**src/rtl/skt_pkg.sv**
```systemverilog
// shared types, constants and the id match helper for the session key table
package skt_pkg;

  localparam int ENTRIES = 16;

  typedef enum logic [1:0] {
    OP_WRITE  = 2'd0,
    OP_READ   = 2'd1,
    OP_UPDATE = 2'd2,
    OP_CLEAR  = 2'd3
  } op_t;

  // search or commit token handed from cell to cell
  typedef struct packed {
    logic        vld;
    logic        commit;
    logic        use_match;
    op_t         op;
    logic [63:0] client_id;
    logic [63:0] server_id;
    logic [7:0]  status_value;
    logic [63:0] key_word;
    logic        matched;
    logic        empty_seen;
    logic [7:0]  status_out;
    logic [63:0] key_out;
  } token_t;

  // keep bytes up to the first zero byte, zero everything after it
  function automatic logic [63:0] id_canon(input logic [63:0] v);
    logic [63:0] r;
    logic        live;
    r    = '0;
    live = 1'b1;
    for (int b = 0; b < 8; b++) begin
      if (v[8*b +: 8] == 8'd0) begin
        live = 1'b0;
      end
      if (live) begin
        r[8*b +: 8] = v[8*b +: 8];
      end
    end
    return r;
  endfunction

endpackage

```
**src/rtl/skt_cell.sv**
```systemverilog
// one table entry with its compare logic and token stage
module skt_cell (
  input  logic           clk,
  input  logic           rst,
  input  skt_pkg::token_t tok_in,
  output skt_pkg::token_t tok_out
);
  import skt_pkg::*;

  logic [63:0] ent_client;
  logic [63:0] ent_server;
  logic [7:0]  ent_status;
  logic [63:0] ent_key;
  logic        mark_match;
  logic        mark_empty;

  logic   id_hit;
  logic   is_empty;
  logic   searching;
  logic   first_hit;
  logic   write_here;
  token_t tok_next;

  // compare the stored id pair and test for an all-zero entry
  assign id_hit   = (id_canon(ent_client) == id_canon(tok_in.client_id)) &&
                    (id_canon(ent_server) == id_canon(tok_in.server_id));
  assign is_empty = (ent_client == 64'd0) && (ent_server == 64'd0) &&
                    (ent_status == 8'd0) && (ent_key == 64'd0);
  assign searching  = tok_in.vld && !tok_in.commit;
  assign first_hit  = searching && !tok_in.matched && id_hit;
  assign write_here = tok_in.vld && tok_in.commit &&
                      (tok_in.use_match ? mark_match : mark_empty);

  // fold this entry into the passing token
  always_comb begin
    tok_next = tok_in;
    if (searching) begin
      tok_next.matched    = tok_in.matched | id_hit;
      tok_next.empty_seen = tok_in.empty_seen | is_empty;
      if (first_hit && tok_in.op == OP_READ) begin
        tok_next.status_out = ent_status;
        tok_next.key_out    = ent_key;
      end
    end
  end

  // entry storage, marks and the token stage
  always_ff @(posedge clk) begin
    if (rst) begin
      ent_client <= '0;
      ent_server <= '0;
      ent_status <= '0;
      ent_key    <= '0;
      mark_match <= 1'b0;
      mark_empty <= 1'b0;
      tok_out    <= '0;
    end else begin
      tok_out <= tok_next;
      if (searching) begin
        unique case (tok_in.op)
          OP_WRITE: begin
            mark_match <= first_hit;
            mark_empty <= !tok_in.empty_seen && is_empty;
          end
          OP_READ: begin
          end
          OP_UPDATE: begin
            if (first_hit) begin
              ent_status <= tok_in.status_value;
            end
          end
          OP_CLEAR: begin
            ent_client <= '0;
            ent_server <= '0;
            ent_status <= '0;
            ent_key    <= '0;
          end
        endcase
      end else if (write_here) begin
        ent_client <= tok_in.client_id;
        ent_server <= tok_in.server_id;
        ent_status <= tok_in.status_value;
        ent_key    <= tok_in.key_word;
      end
    end
  end

endmodule

```
**config.mk**
```make
export PLATFORM = sky130hd
export DESIGN_NAME = skt_cell
export DESIGN_NICKNAME = d
export VERILOG_FILES = /design/src/rtl/skt_pkg.sv /design/src/rtl/skt_cell.sv
export SDC_FILE = /design/constraint.sdc
export NUM_CORES = 1
export LEC_CHECK = 0
export BUFFER_PORTS_ARGS = -buffer_cell sky130_fd_sc_hd__buf_2
export CORE_AREA = 2 2 220 222
export DETAILED_ROUTE_END_ITERATION = 8
export DIE_AREA = 0 0 222 224
export PLACE_DENSITY_LB_ADDON = 0.2
export SYNTH_ARGS = -nofsm -noshare
export SYNTH_HDL_FRONTEND = slang
export SYNTH_SLANG_ARGS = --single-unit
```
**constraint.sdc**
```tcl
create_clock -name clk -period 6.6 [get_ports clk]
set_clock_uncertainty 0.15 [all_clocks]
set_input_delay 0.66 -clock clk [delete_from_list [all_inputs] [get_ports clk]]
set_output_delay 0.66 -clock clk [all_outputs]
set_load 0.05 [all_outputs]
```
## Word-level counts from Yosys, hierarchy flattened

Cells that the tools add are included.

| operators by class | value |
|---|---|
| add/subtract/negate cells | 0 |
| multipliers | 0 |
| divide/modulo/power cells | 0 |
| $lt $le $gt $ge | 0 |
| equal/unequal tests | 8 |
| shift operators | 0 |
| multiplexer cells | 78 |
| bitwise operators | 2 |
| reduce and logical (&&, ||, !) cells | 55 |

Operator list:

| kind | number |
|---|---|
| two-way mux 64 bit | 7 |
| two-way mux 8 bit | 35 |
| zero test 8 bit | 33 |
| zero test 64 bit | 3 |
| equality test 64 bit | 2 |
| two-way mux 74 bit | 1 |
| two-way mux 72 bit | 1 |
| two-way mux 1 bit | 33 |
| one-hot mux 8 bit (2 select lines) | 1 |
| logical AND 1 bit | 11 |
| equality test 2 bit, second input constant | 2 |
| AND reduction 2 bit | 2 |
| zero test 1 bit | 3 |
| != test 3 x 1 -> 1 bit, second input constant | 1 |
| != test 3 bit, second input constant | 1 |
| AND reduction 3 bit | 1 |
| equality test 2 x 1 -> 1 bit, second input constant | 1 |
| zero test 2 bit | 1 |
| != test 2 x 1 -> 1 bit, second input constant | 1 |
| bitwise OR 1 bit | 2 |
| nonzero test 2 bit | 1 |

| storage, ports and cells | value |
|---|---|
| bits in registers | 481 |
| bits in latches | 0 |
| RAM bits | 0 |
| memory bits (read-only) | 0 |
| output and inout bits | 279 |
| word-level logic and storage cells | 161 |
| memories kept | 0 |

## Depth between registers and ports, before layout

| logic depth | value |
|---|---|
| word-level depth | 16 |
| depth in mapped cells | 16 |

## Least setup slack after synthesis

OpenSTA, ideal clock, no wires.

| path | value |
|---|---|
| path kind | input to register |
| start point | input port tok_in[150] (netlist name) |
| end point | register tok_out[65] (netlist name) |
| data arrival time | 3.797 ns |
| data required time | 6.322 ns |
| setup slack | 2.525 ns |
| cell stages on the path | 15 |
| path through | or4_1 or2_1 buf_2 and3_1 clkbuf_1 nand3_1 xor2_1 or4_1 or4_4 nor4_2 nand4_1 buf_6 buf_6 mux2i_1 nor2_1 |

| on the way | value |
|---|---|
| word-level cells in the longest chain between the ends | 16 |

Ends and longest elaborated chain:

| item | line | RTL |
|---|---|---|
| from (decl) | skt_cell.sv:5 | `input skt_pkg::token_t tok_in,` |
| zero test 8 bit | skt_pkg.sv:36 | `if (v[8*b +: 8] == 8'd0) begin` |
| two-way mux 1 bit (8 in series) | skt_pkg.sv:36 |  |
| two-way mux 8 bit | skt_pkg.sv:39 | `if (live) begin` |
| equality test 64 bit (*) | skt_cell.sv:26 | `(id_canon(ent_server) == id_canon(tok_in.server_id));` |
| logical AND 1 bit (*) | skt_cell.sv:25 | `assign id_hit = (id_canon(ent_client) == id_canon(tok_in.client_id)) &&` |
| logical AND 1 bit (*) | skt_cell.sv:30 | `assign first_hit = searching && !tok_in.matched && id_hit;` |
| logical AND 1 bit (*) | skt_cell.sv:40 | `if (first_hit && tok_in.op == OP_READ) begin` |
| two-way mux 72 bit (*) | skt_cell.sv:40 |  |
| two-way mux 74 bit (*) | skt_cell.sv:37 | `if (searching) begin` |
| to (signal assigned) | skt_cell.sv:58 | `tok_out <= tok_next;` |
| to (decl) | skt_cell.sv:6 | `output skt_pkg::token_t tok_out` |

Every way passes the cells marked *; elsewhere a longest branch is shown, timed or not.
A chain may end at the register's enable or synchronous reset.

## Worst setup path in the final report

| path | value |
|---|---|
| start point | register ent_client[4] |
| end point | register tok_out[71] (netlist name) |

| on the way | value |
|---|---|
| word-level cells in the longest chain between the ends | 16 |

Ends and longest elaborated chain:

| item | line | RTL |
|---|---|---|
| from (decl) | skt_cell.sv:10 | `logic [63:0] ent_client;` |
| from (signal assigned) | skt_cell.sv:80 | `ent_client <= tok_in.client_id;` |
| zero test 8 bit | skt_pkg.sv:36 |  |
| two-way mux 1 bit (8 in series) | skt_pkg.sv:36 |  |
| two-way mux 8 bit | skt_pkg.sv:39 |  |
| equality test 64 bit (*) | skt_cell.sv:25 |  |
| logical AND 1 bit (*) | skt_cell.sv:25 |  |
| logical AND 1 bit (*) | skt_cell.sv:30 |  |
| logical AND 1 bit (*) | skt_cell.sv:40 |  |
| two-way mux 72 bit (*) | skt_cell.sv:40 |  |
| two-way mux 74 bit (*) | skt_cell.sv:37 |  |

Marks and branches as above.

==> results.txt <==
The flow ran to the end, and the final reports show no timing, DRC or antenna violations. Clock tree synthesis selected as its root buffer the cell clkbuf_16. The setup slack of the critical path after layout is 1570 ps. The later-pin clock latency in the skew report is 600 ps. The share of synthesized registers carrying an async set or reset came out at 0%. The worst hold path was traced through 2 stages. The aggregate global routing overflow is 0.

Summed over all instances, the cell type with the most area after synthesis is dfxtp_1. The area share of the largest cell type after synthesis came out at between 50% and 60%. The max-capacitance violation count came out at 0. The die outline area came out at between 0.04 and 0.05 mm^2. The number of global-route vias before repair was 16800.

The filler cell count in the final layout came out at 4584. No sink is reached through more buffers than the 3 on the longest clock path. The number of failing setup endpoints in the final timing report is 0. The overall via count from detail_route came out at roughly 18000.

The post-synthesis simple-gate area fraction came out at between 20% and 30%. The layout cell share with drive strength beyond 1 came out at between 20% and 30%. The net count after synthesis is around 2300.

The tightest min-delay check is of the in -> reg type. The total length of routed wires came out at roughly 70 mm. The fraction of synthesized area in multiplexers came out at approximately 4.4%. The final-layout setup total negative slack is 0 ps. The clock transition at the register clock pins on the worst setup and hold paths after CTS is ~60 ps. The post-synthesis register bit count came out at 481. The number of gates resized after CTS is 0. After synthesis, the largest family of logic cells by area is simple AND/OR/NAND/NOR gates. The buffer count from post-CTS setup fixing came out at 0. The kind of end point of the critical path is a flip-flop. Hold is met by roughly 140 ps. In this run the static leakage power is approximately 11 nW.

Summing the areas of all compound-gate instances in the mapped netlist gives ~14% of the synthesized area. The number of synthesized flops with an enable pin is 0. The synthesized instance count came out at roughly 2000. The via density per instance is roughly 5.5. In this run the most critical hold path is launched from tok_in[82]. The total global-route track usage is between 20% and 30%. The I/O pin count is 560. The CTS H-tree depth came out at 2. The number of antenna violations at the first check in global routing is 11. The initial DRC count is around 1600.

The data arrival time of the critical path came out at 5330 ps. The clock drives between 400 and 500 sinks. The post-synth design cell area is 0.0187 mm^2. The wire length of the first global-routing pass came out at 103 mm. The number of antenna-violating nets in the routed design is 0.

The maximum fanout encountered on the critical timing path came out at ~70. The number of pins exceeding their max-slew limit in the final report is 0. The count of final hold-check violations is 0. In the routed design, unresolved DRC markers number 0.

In this run the register-to-register setup slack is approximately 1600 ps. The die height is ~220 um. The part of the Yosys area used for sequential elements came out at around half. The total core area came out at approximately 0.047 mm^2.

The depth of the worst register-to-register path is 12. The cell with the biggest individual delay on the critical path is and3_1. During synthesis, Yosys emitted a total of 0 warnings. The final critical-path share of the clock period came out at roughly three quarters. The capture point of the worst reg-to-reg path is tok_out[71].

The adder and majority cell fraction of the synthesized area is 0%. The last weighted congestion value of the routability-driven placer is a little over 0.9. Clock tree synthesis inserted a total of slightly above 50 buffers. The x dimension of the die is ~220 um. The startpoint identified for the worst register-to-register timing path is ent_client[4]. TritonCTS built the clock tree.

The detailed-router iteration count before antenna repair came out at 7. Entering global routing, the biggest net connects approximately 170 pins. In this run, distinct cell masters in the synthesized netlist total 69. The hold-fix buffer count after cts came out at 0.

Setup repair after global routing left no endpoint under its margin. The most used flip-flop cell after synthesis is dfxtp_1. The cell that appears most often on the critical path is nand4_1. The half-perimeter wire length after detailed placement is 52.7 mm. Headroom to the max-slew limit came out at between 30% and 40%. By startpoint and endpoint, the worst setup path is classified as reg -> reg. Row generation in the floorplan step produced 80 rows. The initial utilization of the core area, before any placement, comes to 39.6%. After synthesis, the cell types taking the most area are dfxtp_1 51%, a22oi_1 8.0%, nor2_1 6.6%. The area share of xor/xnor cells in the synthesized design came out at roughly 2.2%. The largest voltage drop on the vdd net came out at 0.215 mV. The power per unit of standard cell area is just under 300 mW/mm^2.

The mean instance size in the synthesized netlist is slightly above 9 um^2. The achievable frequency came out at around 200 MHz. The worst setup path is launched from a flip-flop.

The peak per-stage delay on the critical path is 600 ps. The worst path needs just over 5000 ps of the cycle, external delays included. The transition at the pin with the smallest max-transition slack came out at about 1000 ps. At the end of the flow, the number of nets in the layout was between 2000 and 3000. Traced cell by cell, the critical path runs through or4_1, or2_1, and3_1, and2_1, a311oi_1, nand4_1, or4_4, nor4_2, nand4_1, buf_12, mux2i_1, nor2_1. At the worst endpoint, the required time is 6900 ps.

The number of buffers inserted by port buffering is 559. The signed area change from the synthesized netlist to the final layout came out at 26.0%. The worst setup slack after placement is 1400 ps. Dividing the detail-routed wire length by the instance count gives 22.1 um. The path with the worst hold slack has its endpoint at tok_out[82].
[registers in the layout, summed over array words and instances, names as in the netlist]
| register | count |
|---|---|
| ent_client | 64 |
| ent_key | 64 |
| ent_server | 64 |
| ent_status | 8 |
| mark_empty | 1 |
| mark_match | 1 |
| tok_out | 279 |
[layout by cell type (no fill, tap or decap), types with 8 or more instances in the layout]
cell type / n
nor4_1: 62
a21oi_1: 21
mux2i_1: 83
a31oi_1: 14
clkbuf_1: 8
inv_1: 22
o211ai_1: 10
nor2b_1: 192
dfxtp_1: 481
nor3_1: 25
or4_1: 12
nand2b_1: 10
buf_2: 558
nand2_1: 86
a22oi_1: 200
a211oi_1: 13
and2_1: 9
a22o_1: 9
clkbuf_8: 11
a21boi_0: 9
o21ai_0: 32
and3_1: 21
nand3_1: 81
xnor2_1: 33
nand3b_1: 8
clkinv_2: 11
xor2_1: 15
nor2_1: 327
buf_4: 11
nand4_1: 29
clkbuf_16: 52
[per-stage QoR]
stage,power (mW),cells,instance area (um^2),utilization [%]
after floorplan,3.60,2032,18700,-
after global placement,3.91,3082,21900,46.2
after detailed placement,3.92,3082,21900,46.2
after CTS,6.91,3175,23600,49.9
after global routing,7.06,3177,23600,49.9
final,6.84,3177,23600,49.9
[worst max-delay path: cells and delay by family, from the launching register on]
family	cells	cell delay [ps]
AND/OR/NAND/NOR	9	3330
AO/OA/AOI/OAI	1	450
flip-flops	1	330
buffers and inverters	1	310
multiplexers	1	240
[how the worst max path moves through the flow]
stage / startpoint / endpoint / slack (ps)
after CTS: ent_client[4] / tok_out[65] / 1640
after floorplan: tok_in[150] / tok_out[65] / 2530
after global placement: tok_in[152] / tok_out[69] / 1570
after global routing: ent_client[4] / tok_out[71] / 1310
after detailed placement: tok_in[152] / tok_out[65] / 1400
final: ent_client[4] / tok_out[71] / 1570
[where the power goes]
group / total [mW] / switching (mW) / internal (mW)
clock: 2.98 / 1.22 / 1.77
combinational: 0.834 / 0.620 / 0.214
sequential: 3.02 / 0.0251 / 3.00
[logic make-up after synthesis]
group / Yosys count
AO/OA/AOI/OAI: 369
XOR/XNOR: 48
buffers and inverters: 159
flip-flops: 481
multiplexers: 83
AND/OR/NAND/NOR: 892
[layout make-up]
| type | instances | area (um^2) | share of cell area (%) |
|---|---|---|---|
| inverter | 22 | 82.6 | 0.350 |
| timing repair buffer | 572 | 2930 | 12.4 |
| tap | 615 | 769 | 3.26 |
| antenna | 2 | 5.00 | 0.0212 |
| clock inverter | 22 | 263 | 1.11 |
| multi-input combinational | 1392 | 8450 | 35.8 |
| clock buffer | 71 | 1480 | 6.28 |
| sequential | 481 | 9630 | 40.8 |
[synthesized netlist by cell type (14+ instances only)]
| cell type | instances |
|---|---|
| nand4_1 | 29 |
| nand2_1 | 86 |
| a21oi_1 | 21 |
| clkbuf_1 | 114 |
| inv_1 | 22 |
| a22oi_1 | 200 |
| xnor2_1 | 33 |
| xor2_1 | 15 |
| nand3_1 | 81 |
| nor4_1 | 62 |
| nor2b_1 | 193 |
| nor3_1 | 25 |
| and3_1 | 21 |
| dfxtp_1 | 481 |
| nor2_1 | 328 |
| a31oi_1 | 14 |
| o21ai_0 | 32 |
| mux2i_1 | 83 |
[metal layers]
| layer | track usage (%) | share of wire [%] | vias up |
|---|---|---|---|
| met5 | 0 | 0.13 | - |
| met2 | 48.0 | 50 | 805 |
| met3 | 6.82 | 7.7 | 174 |
| met4 | 11.9 | 4.4 | 14 |
| li1 | - | - | 8179 |
| met1 | 30.6 | 38 | 8447 |
(Power assumes the default switching activity.)
